==> config.mk <==
export PLATFORM = sky130hd
export DESIGN_NAME = pge_queue
export DESIGN_NICKNAME = d
export VERILOG_FILES = /design/src/sv/pge_pkg.sv /design/src/sv/pge_queue.sv
export VERILOG_INCLUDE_DIRS = /design/src /design/src/sv
export SDC_FILE = /design/constraint.sdc
export NUM_CORES = 1
export LEC_CHECK = 0
export BUFFER_PORTS_ARGS = -buffer_cell sky130_fd_sc_hd__buf_2
export CAP_MARGIN = 20
export CORE_MARGIN = 5
export CORE_UTILIZATION = 51
export CTS_CLUSTER_DIAMETER = 60
export DETAILED_ROUTE_END_ITERATION = 8
export GPL_ROUTABILITY_DRIVEN = 0
export PLACE_DENSITY = 0.75
export REMOVE_ABC_BUFFERS = 1
export SLEW_MARGIN = 20
export SYNTH_ARGS = -nofsm -noshare
export SYNTH_HDL_FRONTEND = slang
export SYNTH_SLANG_ARGS = --single-unit
==> constraint.sdc <==
create_clock -name clk -period 4.39 [get_ports clk]
set_clock_uncertainty 0.05 [all_clocks]
set_input_delay 0.439 -clock clk [delete_from_list [all_inputs] [get_ports clk]]
set_output_delay 0.439 -clock clk [all_outputs]
set_load 0.02 [all_outputs]
==> src/sv/pixel_gradient_edge_detect_defines.svh <==
// assertion macros for the pixel gradient edge detector
// used by modules that assert; expects clk and arst_n in scope
`ifndef PIXEL_GRADIENT_EDGE_DETECT_DEFINES_SVH
`define PIXEL_GRADIENT_EDGE_DETECT_DEFINES_SVH
`ifndef NO_ASSERTIONS
`define PGE_ASSERT(lbl, cond, msg) \
	lbl: assert property (@(posedge clk) disable iff (!arst_n) (cond)) else $error(msg);
`define PGE_ASSERT_NEXT(lbl, pre, post, msg) \
	lbl: assert property (@(posedge clk) disable iff (!arst_n) (pre) |=> (post)) else $error(msg);
`else
`define PGE_ASSERT(lbl, cond, msg)
`define PGE_ASSERT_NEXT(lbl, pre, post, msg)
`endif
`endif

==> src/sv/pge_pkg.sv <==
// shared types and constants of the pixel gradient edge detector
// no dependencies
package pge_pkg;
	localparam int LINE_WIDTH_DEF = 4096;
	localparam int QUEUE_DEPTH = 4;

	// register indexes
	localparam logic [2:0] REG_FRAME_WIDTH  = 3'd0;
	localparam logic [2:0] REG_FRAME_HEIGHT = 3'd1;
	localparam logic [2:0] REG_GAIN         = 3'd2;
	localparam logic [2:0] REG_CHROMA_MODE  = 3'd3;
	localparam logic [2:0] REG_ALPHA_ON     = 3'd4;

	localparam logic [12:0] WIDTH_RST  = 13'd640;
	localparam logic [12:0] HEIGHT_RST = 13'd480;
	localparam logic [7:0]  GAIN_RST   = 8'd1;

	localparam logic [15:0] MAX_FRAME_HEIGHT = 16'd4096;
	localparam logic [7:0]  CHROMA_BIAS = 8'h80;
	localparam logic [7:0]  EDGE_MAX = 8'hff;

	typedef struct packed {
		logic [12:0] frame_width;
		logic [12:0] frame_height;
		logic [7:0]  gain;
		logic        chroma_mode;
		logic        alpha_on;
	} cfg_t;

	typedef struct packed {
		logic [11:0] row;
		logic [11:0] col;
		logic [31:0] p00;
		logic [31:0] p01;
		logic [31:0] p10;
		logic [31:0] p11;
		logic        last;
	} job_t;

	typedef struct packed {
		logic full;
		logic empty;
	} q_stat_t;
endpackage

==> src/sv/pge_queue.sv <==
// short job queue between front and back end
// depends on pge_pkg and the assertion macro header
`include "pixel_gradient_edge_detect_defines.svh"
module pge_queue import pge_pkg::*; (
	input  logic    clk,
	input  logic    arst_n,
	input  logic    push,
	input  job_t    push_job,
	input  logic    pop,
	output job_t    pop_job,
	output q_stat_t q_stat
);
	localparam int PW = $clog2(QUEUE_DEPTH);

	job_t          ent_q [QUEUE_DEPTH];
	logic [PW-1:0] wptr_q, rptr_q;
	logic [PW:0]   count_q;

	assign q_stat.full = (count_q == (PW+1)'(QUEUE_DEPTH));
	assign q_stat.empty = (count_q == '0);
	assign pop_job = ent_q[rptr_q];

	always_ff @(posedge clk) begin
		if (push)
			ent_q[wptr_q] <= push_job;
	end

	always_ff @(posedge clk or negedge arst_n) begin
		if (!arst_n) begin
			wptr_q <= '0;
			rptr_q <= '0;
			count_q <= '0;
		end else begin
			if (push)
				wptr_q <= wptr_q + PW'(1);
			if (pop)
				rptr_q <= rptr_q + PW'(1);
			if (push && !pop)
				count_q <= count_q + (PW+1)'(1);
			else if (pop && !push)
				count_q <= count_q - (PW+1)'(1);
		end
	end

	`PGE_ASSERT(a_no_overflow, !(push && q_stat.full), "job pushed into full queue")
	`PGE_ASSERT(a_no_underflow, !(pop && q_stat.empty), "job popped from empty queue")
	`PGE_ASSERT(a_count_range, count_q <= (PW+1)'(QUEUE_DEPTH), "queue count out of range")
	`PGE_ASSERT_NEXT(a_push_fills, push && !pop && !q_stat.full, !q_stat.empty, "push lost")
endmodule

==> results by stage <==
Synth:
- Counting flops with a built-in enable in the synthesized netlist gives 612.
- Of the total synthesized cell area, the portion taken by AND, OR, NAND and NOR gates is 0.00217.
- After synthesis, the mean cell area works out to 27.0 um^2.
- The share of synthesized flip-flops with an asynchronous set or reset is 0.0113.
- For this run, the register share of the synthesized area comes to 0.826.
- The most common cell in the netlist is sky130_fd_sc_hd__edfxtp_1.
- After synthesis, the largest family of logic cells by area is multiplexers.
- The share of the synthesized area in compound gates (AO/OA/AOI/OAI) is 0.000223.
- The most used flip-flop cell after synthesis is sky130_fd_sc_hd__edfxtp_1.
- The cell count after synthesis is 833.
- Measured against the total synthesized area, the mux share comes to 0.154.
- By area the synthesized netlist is led by sky130_fd_sc_hd__edfxtp_1 (82%), sky130_fd_sc_hd__mux4_2 (15%), sky130_fd_sc_hd__dfrtp_1 (0.78%).
- Synthesis instantiated 19 different standard cells from the library.
- The netlist area before placement is 22500 um^2.
- The xor-xnor portion of the synthesized cell area is 0.00234.
- The commonest cells after synthesis are sky130_fd_sc_hd__edfxtp_1 (612), sky130_fd_sc_hd__mux4_2 (153), sky130_fd_sc_hd__buf_2 (16).
- The post-synthesis cell type with the largest combined area is sky130_fd_sc_hd__edfxtp_1.
- The top cell type's share of synthesized area is 0.818.
- After synthesis the netlist holds a flip-flop and latch count of 619.
- The share of synthesized cell area in full adder, half adder and majority cells is 0.00368.
- The synthesis warning total is 0.

Global routing:
- The global-route wire length before repair is 68100 um.
- The number of antenna violations at the first check in global routing came to 4.
- The overall routing resource usage is 0.186.
- The number of global-route vias before repair is 11500.
- The maximum number of pins on one net before global-route repair is 95.
- After global routing the overflow that remains totals 0.

Drt:
- The total via count after detailed routing is 10700.
- The number of vias per cell is 5.38.
- The final layout contains routed wiring with a total length of 45100 um.
- The detailed router's first-iteration violation count is 717.
- For this run, the detailed router's first-pass iteration total came to 4.
- Dividing the detail-routed wire length by the instance count gives ~23 um.
- The post-route DRC violation count is 0.
- The number of nets with antenna violations after routing is 0.

Clock tree:
- The cell at the root of the clock tree is sky130_fd_sc_hd__clkbuf_16.
- The number of clock sinks seen by CTS is between 600 and 700.
- The maximum level of the CTS H-tree is 2.
- The clock tree from TritonCTS is done.
- The post-cts resize count is 0.
- The number of buffers added by the clock tree synthesis step is 60.
- After clock tree synthesis, the clock-pin slew on the worst setup and hold paths is 60 ps.
- For the worst-skew pair, the clock arrives at the later sink with an insertion delay of roughly 600 ps.
- In this run the deepest clock path goes through 3 buffers.

Setup path:
- The signal on the critical path passes through buf_12 > mux4_2 > buf_2.
- STA puts the critical path data required time at 3900 ps.
- The arrival time at the worst endpoint is 2740 ps.
- The category of the worst setup path launch point is a register.
- STA classifies the critical path endpoint as an output port.
- The largest single stage delay on the critical path is ~850 ps.
- The maximum fanout count along the critical path is 50.
- The cell with the largest stage delay on the worst path is sky130_fd_sc_hd__dfrtp_4.
- The worst setup path category is register to output port.

Finish:
- The final instance area is 28300 um^2.
- Summing all multi-input logic gate instances after layout gives approximately 3700 um^2.
- The count of placed standard cells in the final layout, fillers left out is 1985.
- The final layout contains 1506 nets.
- The synthesis-to-layout area growth is 25.9%.
- The area taken by flip-flops and latches is roughly 19000 um^2.
- The fraction of layout cells with a size suffix above 1 is 0.413.
- The core occupancy in the finished layout is 0.644.
- The number of fillers in the final layout is around 2800.

Floorplanning:
- From left edge to right edge, the die measures 220 um.
- The full die area is 48300 um^2.
- The die height is roughly 220 um.
- The initial core utilization is 0.511.
- The core area is 43900 um^2.
- For this design the top-level I/O count stands at around 310.
- The number of placement rows is 77.

Placed design:
- Before CTS, the worst setup slack after placement is 1730 ps.
- Port buffering added 311 buffers.
- The number of placed cells counting well taps is 1718.
- The total half-perimeter wirelength after legalization and detailed placement is 25200 um.
- The area after detailed placement is 24800 um^2.

Timing:
- At the pin with the least slew margin, the transition time is 873 ps.
- The smallest setup slack after layout is between 1000 and 1500 ps.
- The number of pins with negative max-slew slack in the final report was 0.
- Setup repair after global routing left no endpoint under its margin.
- After layout, the minimum clock period comes to 3230 ps.
- Headroom to the max-slew limit came out at 0.418.
- Setup violations remaining at the end of the flow were counted as 0.
- Dividing the final minimum period by the clock period gives 0.736.
- The final hold violation count came to 0.
- Timing would allow up to 310 MHz.

Power and ir drop:
- The power density over the cells is 674 nW/um^2.
- In this run the static leakage power is 9.73 nW.
- The maximum vdd drop is 0.482 mV.

Status:
- The run finished with clean final reports.

Job:
- The tool flagged a number of max-cap violations equal to 0.

Worst hold path:
- The type of the most critical hold path is input pin to register.
-- per-stage QoR --
stage / TNS [ps] / hold slack (ps) / power [mW]
finish: 0 / 103 / 19.1
global route: 0 / 87.0 / 19.9
CTS: 0 / 54.1 / 19.3
detailed placement: 0 / 254 / 14.1
global placement: 0 / 251 / 14.0
floorplan: -601300 / 93.4 / 12.1
-- cell families (layout without fill, tap and decap cells) --
logic type / Yosys count / in the layout
AOI/OAI and AO/OA: 1 / 1
xor gates and xnor gates: 6 / 6
adders and majority gates: 6 / 6
buffers and inverters: 38 / 595
DFF: 619 / 619
muxes: 154 / 154
other: 0 / 3
and+or+nand+nor: 9 / 9
-- worst paths after layout --
| path | from | end | slack (ps) | cells after the start |
|---|---|---|---|---|
| hold reg to reg | count_q[2]$_DFFE_PN0P_ | count_q[2]$_DFFE_PN0P_ | 450 | 1 |
| setup / recovery | rptr_q[0]$_DFFE_PN0P_ | pop_job[42] | 1160 | 3 |
| max in group asynchronous | arst_n | rptr_q[1]$_DFFE_PN0P_ | 3900 | 2 |
| hold / removal | push | wptr_q[0]$_DFFE_PN0P_ | 100 | 2 |
| setup reg to reg | wptr_q[0]$_DFFE_PN0P_ | ent_q[2][16]$_DFFE_PP_ | 2220 | 4 |
| min in group asynchronous | arst_n | count_q[1]$_DFFE_PN0P_ | 180 | 2 |
-- layer usage --
metal	up-vias	track usage	wire [um]
met4	4	0.0464	890
met2	374	0.314	22900
li1	4649	-	-
met1	5590	0.243	17800
met3	63	0.0541	3440
met5	-	0	30
-- worst max-delay path: cells and delay by family (launching register included) --
| family | cells | cell delay [ps] |
|---|---|---|
| flip-flops | 1 | 850 |
| multiplexers | 1 | 600 |
| buffers and inverters | 2 | 580 |
-- final cells by class --
| class | count | area share |
|---|---|---|
| Tap cell | 592 | 0.0262 |
| Clock buffer | 70 | 0.0544 |
| Multi-Input combinational cell | 176 | 0.129 |
| Antenna cell | 3 | 0.000265 |
| Timing Repair Buffer | 482 | 0.119 |
| Inverter | 4 | 0.000531 |
| Clock inverter | 39 | 0.0148 |
| Sequential cell | 619 | 0.656 |
-- cells in the final DEF (no fill, tap or decap), types with 3 or more instances in the layout --
cell,instances
sky130_fd_sc_hd__xor2_1,4
sky130_fd_sc_hd__clkinv_2,10
sky130_fd_sc_hd__buf_4,6
sky130_fd_sc_hd__and2_4,4
sky130_fd_sc_hd__clkinvlp_4,4
sky130_fd_sc_hd__clkinv_1,12
sky130_fd_sc_hd__buf_2,311
sky130_fd_sc_hd__edfxtp_1,612
sky130_fd_sc_hd__dfrtp_1,5
sky130_fd_sc_hd__mux4_2,153
sky130_fd_sc_hd__clkbuf_1,10
sky130_fd_sc_hd__buf_12,10
sky130_fd_sc_hd__diode_2,3
sky130_fd_sc_hd__bufinv_16,8
sky130_fd_sc_hd__dlygate4sd3_1,155
sky130_fd_sc_hd__inv_1,4
sky130_fd_sc_hd__clkbuf_16,60
sky130_fd_sc_hd__ha_1,5
-- flip-flops by register name (all words and copies together) (netlist names) --
signal,cells
wptr_q,2
count_q,3
ent_q,612
rptr_q,2
-- power breakdown --
group	total, mW	internal [mW]	switching, mW
Sequential	8.10	7.73	0.372
Combinational	5.88	2.40	3.48
Clock	5.09	2.98	2.11
-- what timing repair did --
action,4_1_cts,5_1_grt
endpoints found under the hold margin,618,0
setup buffers,0,0
hold buffers,155,0
Power figures use the tool's default switching activity.
