==> config.mk <==
export PLATFORM = sky130hd
export DESIGN_NAME = pge_back
export DESIGN_NICKNAME = d
export VERILOG_FILES = /design/src/sv/pixel_gradient_edge_detect_defines.svh /design/src/sv/pge_pkg.sv /design/src/sv/pge_back.sv
export SDC_FILE = /design/constraint.sdc
export NUM_CORES = 2
export LEC_CHECK = 0
export ABC_AREA = 1
export BUFFER_PORTS_ARGS = -buffer_cell sky130_fd_sc_hd__buf_4
export CORE_ASPECT_RATIO = 0.8
export CORE_MARGIN = 2
export CORE_UTILIZATION = 30
export CTS_BUF_LIST = sky130_fd_sc_hd__clkbuf_8 sky130_fd_sc_hd__clkbuf_16
export DETAILED_ROUTE_END_ITERATION = 7
export SETUP_SLACK_MARGIN = 0.05
export SYNTH_ARGS = -nofsm -noshare
export SYNTH_HDL_FRONTEND = slang
export SYNTH_SLANG_ARGS = --single-unit
==> constraint.sdc <==
create_clock -name clk -period 5.5 [get_ports clk]
set_input_delay 0.55 -clock clk [delete_from_list [all_inputs] [get_ports clk]]
set_output_delay 0.55 -clock clk [all_outputs]
set_load 0.02 [all_outputs]
==> src/sv/pixel_gradient_edge_detect_defines.svh <==
// assertion macros for the pixel gradient edge detector
// used by modules that assert; expects clk and arst_n in scope
`ifndef PIXEL_GRADIENT_EDGE_DETECT_DEFINES_SVH
`define PIXEL_GRADIENT_EDGE_DETECT_DEFINES_SVH
`ifndef NO_ASSERTIONS
`define PGE_ASSERT(lbl, cond, msg) \
	lbl: assert property (@(posedge clk) disable iff (!arst_n) (cond)) else $error(msg);
`define PGE_ASSERT_NEXT(lbl, pre, post, msg) \
	lbl: assert property (@(posedge clk) disable iff (!arst_n) (pre) |=> (post)) else $error(msg);
`else
`define PGE_ASSERT(lbl, cond, msg)
`define PGE_ASSERT_NEXT(lbl, pre, post, msg)
`endif
`endif

==> src/sv/pge_pkg.sv <==
// shared types and constants of the pixel gradient edge detector
// no dependencies
package pge_pkg;
	localparam int LINE_WIDTH_DEF = 4096;
	localparam int QUEUE_DEPTH = 4;

	// register indexes
	localparam logic [2:0] REG_FRAME_WIDTH  = 3'd0;
	localparam logic [2:0] REG_FRAME_HEIGHT = 3'd1;
	localparam logic [2:0] REG_GAIN         = 3'd2;
	localparam logic [2:0] REG_CHROMA_MODE  = 3'd3;
	localparam logic [2:0] REG_ALPHA_ON     = 3'd4;

	localparam logic [12:0] WIDTH_RST  = 13'd640;
	localparam logic [12:0] HEIGHT_RST = 13'd480;
	localparam logic [7:0]  GAIN_RST   = 8'd1;

	localparam logic [15:0] MAX_FRAME_HEIGHT = 16'd4096;
	localparam logic [7:0]  CHROMA_BIAS = 8'h80;
	localparam logic [7:0]  EDGE_MAX = 8'hff;

	typedef struct packed {
		logic [12:0] frame_width;
		logic [12:0] frame_height;
		logic [7:0]  gain;
		logic        chroma_mode;
		logic        alpha_on;
	} cfg_t;

	typedef struct packed {
		logic [11:0] row;
		logic [11:0] col;
		logic [31:0] p00;
		logic [31:0] p01;
		logic [31:0] p10;
		logic [31:0] p11;
		logic        last;
	} job_t;

	typedef struct packed {
		logic full;
		logic empty;
	} q_stat_t;
endpackage

==> src/sv/pge_back.sv <==
// back end: gradient, squared sum, gain and 8-step square root per job
// depends on pge_pkg
module pge_back import pge_pkg::*; (
	input  logic        clk,
	input  logic        arst_n,
	input  cfg_t        cfg,
	input  q_stat_t     q_stat,
	input  job_t        pop_job,
	output logic        pop,
	output logic        m_tvalid,
	input  logic        m_tready,
	output logic [55:0] m_tdata,
	output logic        m_tlast
);
	localparam logic [2:0] B_IDLE = 3'd0;
	localparam logic [2:0] B_SQ   = 3'd1;
	localparam logic [2:0] B_MUL  = 3'd2;
	localparam logic [2:0] B_ROOT = 3'd3;
	localparam logic [2:0] B_OUT  = 3'd4;

	logic [2:0]  state_q;
	logic [11:0] row_q, col_q;
	logic [7:0]  alpha_q;
	logic        last_q;
	logic [9:0]  vm_q [3];
	logic [9:0]  hm_q [3];
	logic [20:0] ss_q [3];
	logic [15:0] qv_q [3];
	logic        sat_q [3];
	logic [7:0]  root_q [3];
	logic [7:0]  edge_q [3];
	logic [2:0]  step_q;

	function automatic logic signed [11:0] smp(input logic [7:0] b, input logic off);
		logic signed [11:0] s;
		s = $signed({4'd0, b});
		smp = off ? s - 12'sd128 : s;
	endfunction

	logic [9:0]  vm [3];
	logic [9:0]  hm [3];
	logic [28:0] prod [3];
	logic [7:0]  trial [3];
	logic [15:0] tsq [3];
	logic [7:0]  bitv;

	assign pop = (state_q == B_IDLE) && !q_stat.empty;
	assign bitv = 8'd1 << step_q;

	always_comb begin
		for (int ch = 0; ch < 3; ch++) begin
			logic off;
			logic signed [11:0] a, b, c, d, v, h;
			off = (ch > 0) && cfg.chroma_mode;
			a = smp(pop_job.p00[8*ch +: 8], off);
			b = smp(pop_job.p01[8*ch +: 8], off);
			c = smp(pop_job.p10[8*ch +: 8], off);
			d = smp(pop_job.p11[8*ch +: 8], off);
			v = (a - b + c - d) <<< 1;
			h = (c + d - a - b) <<< 1;
			vm[ch] = v[11] ? 10'(-v) : v[9:0];
			hm[ch] = h[11] ? 10'(-h) : h[9:0];
			prod[ch] = 29'(ss_q[ch]) * 29'(cfg.gain);
			trial[ch] = root_q[ch] | bitv;
			tsq[ch] = {8'd0, trial[ch]} * {8'd0, trial[ch]};
		end
	end

	always_ff @(posedge clk) begin
		unique case (state_q)
			B_IDLE: begin
				row_q <= pop_job.row;
				col_q <= pop_job.col;
				last_q <= pop_job.last;
				alpha_q <= cfg.alpha_on ? pop_job.p00[31:24] : 8'd0;
				for (int ch = 0; ch < 3; ch++) begin
					vm_q[ch] <= vm[ch];
					hm_q[ch] <= hm[ch];
				end
			end
			B_SQ: for (int ch = 0; ch < 3; ch++)
				ss_q[ch] <= {11'd0, vm_q[ch]} * {11'd0, vm_q[ch]}
					+ {11'd0, hm_q[ch]} * {11'd0, hm_q[ch]};
			B_MUL: for (int ch = 0; ch < 3; ch++) begin
				qv_q[ch] <= prod[ch][15:0];
				sat_q[ch] <= (prod[ch][28:16] != 13'd0);
				root_q[ch] <= 8'd0;
			end
			B_ROOT: for (int ch = 0; ch < 3; ch++) begin
				logic [7:0] r;
				r = root_q[ch];
				if (tsq[ch] <= qv_q[ch])
					r = trial[ch];
				root_q[ch] <= r;
				if (step_q == 3'd0)
					edge_q[ch] <= (sat_q[ch] ? EDGE_MAX : r)
						^ (((ch > 0) && cfg.chroma_mode) ? CHROMA_BIAS : 8'd0);
			end
			default: ;
		endcase
	end

	always_ff @(posedge clk or negedge arst_n) begin
		if (!arst_n) begin
			state_q <= B_IDLE;
			step_q <= '0;
		end else begin
			unique case (state_q)
				B_IDLE: if (pop) state_q <= B_SQ;
				B_SQ: state_q <= B_MUL;
				B_MUL: begin
					step_q <= 3'd7;
					state_q <= B_ROOT;
				end
				B_ROOT: begin
					step_q <= step_q - 3'd1;
					if (step_q == 3'd0)
						state_q <= B_OUT;
				end
				B_OUT: if (m_tready) state_q <= B_IDLE;
				default: state_q <= B_IDLE;
			endcase
		end
	end

	assign m_tvalid = (state_q == B_OUT);
	assign m_tlast = last_q;
	assign m_tdata = {alpha_q, edge_q[2], edge_q[1], edge_q[0], col_q, row_q};
endmodule

==> flow_summary.yaml <==
status:
  status: "finished with violations"
  violations: "setup timing"
sta:
  slew_violations: 0
  hold_violations: 0
  fmax_ghz: 0.1741
  setup_slack_ns: -0.2435
  fin_crit_ns: 5.744
  finalSetupViolations: 55
  rsz0062_at_grt: "true"
  clock_skew_ns: 0.03456
  slew_headroom: 0.2845
  worst_slew_pin_slew_ns: 1.072
  finalCritPeriodShare: 1.044
grt:
  overflow: 0
  grt_pass1_wl_mm: 198.2
  grt_pass1_vias: 40740
  grt_usage: 0.1359
  grt_max_degree: 89
  antenna_found_initial: 2
setup_path:
  worstSetupPathType: "register to register"
  cp-start-kind: "register"
  crit_fanout: 8
  r2r-end: "edge_q[0][16]$_SDFFCE_PP1P_"
  rr_worst_depth: 31
  required_ns: 5.86
  cp.arrival_ns: 6.10
  reg2reg_slack_ns: -0.24
  cpMostUsedCell: "nand2_1"
  slowest_delay_ns: 0.54
  slowest_stage: "fa_1"
  reg2reg_from: "step_q[1]$_DFFE_PN0N_"
  worstSetupEndpointType: "register"
clock_network:
  clkTransAtPathRegs_ns: 0.06
  numCtsBuffers: 37
  cts.sinks: 243
  cts_tree: "done"
  clockBufferDepth: 3
  cts_root_buf: "clkbuf_16"
  cts_max_level: 2
  clk_latency_ns: 0.62
route:
  drtIter0Drc: 1958
  vias: 39680
  drcViolationCount: 0
  vias_per_cell: 4.295
  wirelength_mm: 117.2
  wl_per_cell_um: 12.69
  dr.pass1.iters: 8
  postRouteAntennaNets: 0
placed_design:
  hpwl_mm: 97.45
  place_congestion: 0.8672
  placed_cells: 9102
  port_buffers: 201
die:
  die-area_um2: 174200
  initial_core_util: 0.3023
  rows: 135
  die_y_um: 373.7
  io_pins: 253
  core-area_um2: 169600
  die_w_um: 466.2
finish:
  finalNetCount: 8520
  seq_area_um2: 7268
  drive_gt1_frac: 0.1445
  multiInputGateArea_um2: 37700
  nFillCells: 17420
  instances_no_fill: 9239
  most-common-layout-cells: "1919 x inv_1, 1565 x nand2_1, 749 x fa_1, 545 x ha_1, 511 x buf_4"
  syn_to_final_growth_pct: 18.64
  mostFrequentLayoutCell: "inv_1"
  post-route-util: 0.3586
logic_synthesis:
  ys.flop_type: "edfxtp_1"
  syn_inst: 6525
  synth_enable_flop_cells: 237
  yosysUniqueCellTypes: 50
  yosysWarnings: 0
  netlist_area_um2: 51260
  yosysTopAreaCellShare: 0.3011
  ys_async_sr_fraction: 0.02469
  ys_seq_elements: 243
  ys_seq_area_frac: 0.1418
  avgSynthCellArea_um2: 7.856
  synth_area_leaders: "fa_1 30%, ha_1 15%, inv_1 14%"
  yosys.area.top_type: "fa_1"
min_path:
  hold_depth: 1
  holdCritStartpoint: "pop_job[148]"
  hp-class: "primary input to register"
  holdPathEnd: "row_q[7]$_DFFE_PN_"
job:
  drv_cap: 0
==> area by class of cell <==
class	count	area share
repair buffers	562	0.07314
clock inverters	27	0.003065
clock buffers	37	0.01522
well taps	2260	0.04650
inverters	1985	0.1226
flip-flops and latches	243	0.1195
multi-input cells	4123	0.6199
diodes	2	0.00008229
==> registers in the layout, summed over array words and instances (netlist names) <==
signal,flops
hm_q,27
edge_q,24
m_tlast,1
row_q,12
step_q,3
state_q,3
alpha_q,8
sat_q,3
ss_q,57
col_q,12
vm_q,27
root_q,24
qv_q,42
==> repair_timing <==
item | in CTS | in global routing
cloned | 0 | 0
setup buffers | 34 | 44
pin swaps | 98 | 144
gates resized for setup | 210 | 241
endpoints found under the setup margin | 71 | 74
endpoints found under the hold margin | 6 | 0
hold buffers | 1 | 0
==> worst max-delay path by stage <==
stage                     startpoint                     endpoint  slack (ns)  cells after the start
2_1_floorplan  step_q[1]$_DFFE_PN0N_      edge_q[0][23]$_DFFE_PP_        0.01                     30
3_3_place_gp   step_q[0]$_DFFE_PN0N_      edge_q[0][23]$_DFFE_PP_       -0.38                     29
3_5_place_dp   step_q[0]$_DFFE_PN0N_  edge_q[0][12]$_SDFFCE_PP1P_       -0.44                     29
4_1_cts        step_q[1]$_DFFE_PN0N_   edge_q[0][8]$_SDFFCE_PP1P_       -0.21                     28
5_1_grt        step_q[0]$_DFFE_PN0N_  edge_q[0][13]$_SDFFCE_PP1P_       -0.56                     29
6_report       step_q[1]$_DFFE_PN0N_  edge_q[0][16]$_SDFFCE_PP1P_       -0.24                     31
==> cells by family (layout without fill, tap and decap cells) <==
group	Yosys count	after routing	share of synthesized area
AOI/OAI and AO/OA	350	350	0.03844
DFF	243	243	0.1418
xor gates and xnor gates	224	224	0.04025
and+or+nand+nor	2171	2171	0.1709
adders and majority gates	1374	1374	0.4483
buffers and inverters	2161	2611	0.1602
other	2	6	0.0001465
==> routing by layer <==
layer | vias up | global-route usage | routed length [um] | part of all wire
li1 | 19910 | - | - | -
met1 | 18990 | 0.1913 | 56540 | 0.48
met2 | 685 | 0.2240 | 53950 | 0.46
met3 | 97 | 0.01754 | 5059 | 0.043
met4 | 0 | 0.02455 | 1664 | 0.014
met5 | - | 0 | 0 | 0
==> metrics by stage <==
stage	hold slack (ns)	TNS (ns)	instance area, um2	worst slack, ns
2_1_floorplan	0.2544	0	51320	0.01100
3_3_place_gp	0.3847	-13.49	57130	-0.3791
3_5_place_dp	0.3885	-18.87	57130	-0.4415
4_1_cts	0.05707	-7.572	59500	-0.2120
5_1_grt	0.08554	-25.29	60820	-0.5582
6_report	0.1200	-8.628	60820	-0.2435
==> cell usage after synthesis (all sizes together) (3+ instances only) <==
| cell type | count |
|---|---|
| nand3b | 30 |
| o21a | 4 |
| a21o | 25 |
| a211oi | 7 |
| o31ai | 4 |
| clkinv | 9 |
| o21ai | 102 |
| o211ai | 5 |
| inv | 1976 |
| dfrtp | 6 |
| ha | 603 |
| clkbuf | 163 |
| a21boi | 3 |
| buf | 13 |
| xnor2 | 77 |
| nand3 | 171 |
| a31oi | 8 |
| nor2 | 248 |
| nor3 | 20 |
| fa | 771 |
| a21oi | 171 |
| xor2 | 147 |
| edfxtp | 237 |
| or2 | 7 |
| o21bai | 19 |
| nand4 | 46 |
| nand2 | 1644 |
| and2 | 3 |
==> worst max-delay path, delay by kind of cell (launching register included) <==
kind                     cells  cell delay (ns)
adder cells (fa/ha/maj)      7             2.73
flip-flops                   1             0.47
XOR/XNOR                     1             0.18
AND/OR/NAND/NOR             15             1.38
buffers and inverters        7             0.59
AO/OA/AOI/OAI                1             0.15
Power is not shown: default switching activity piles up to over one toggle a cycle in this logic, so the estimate is an artifact.
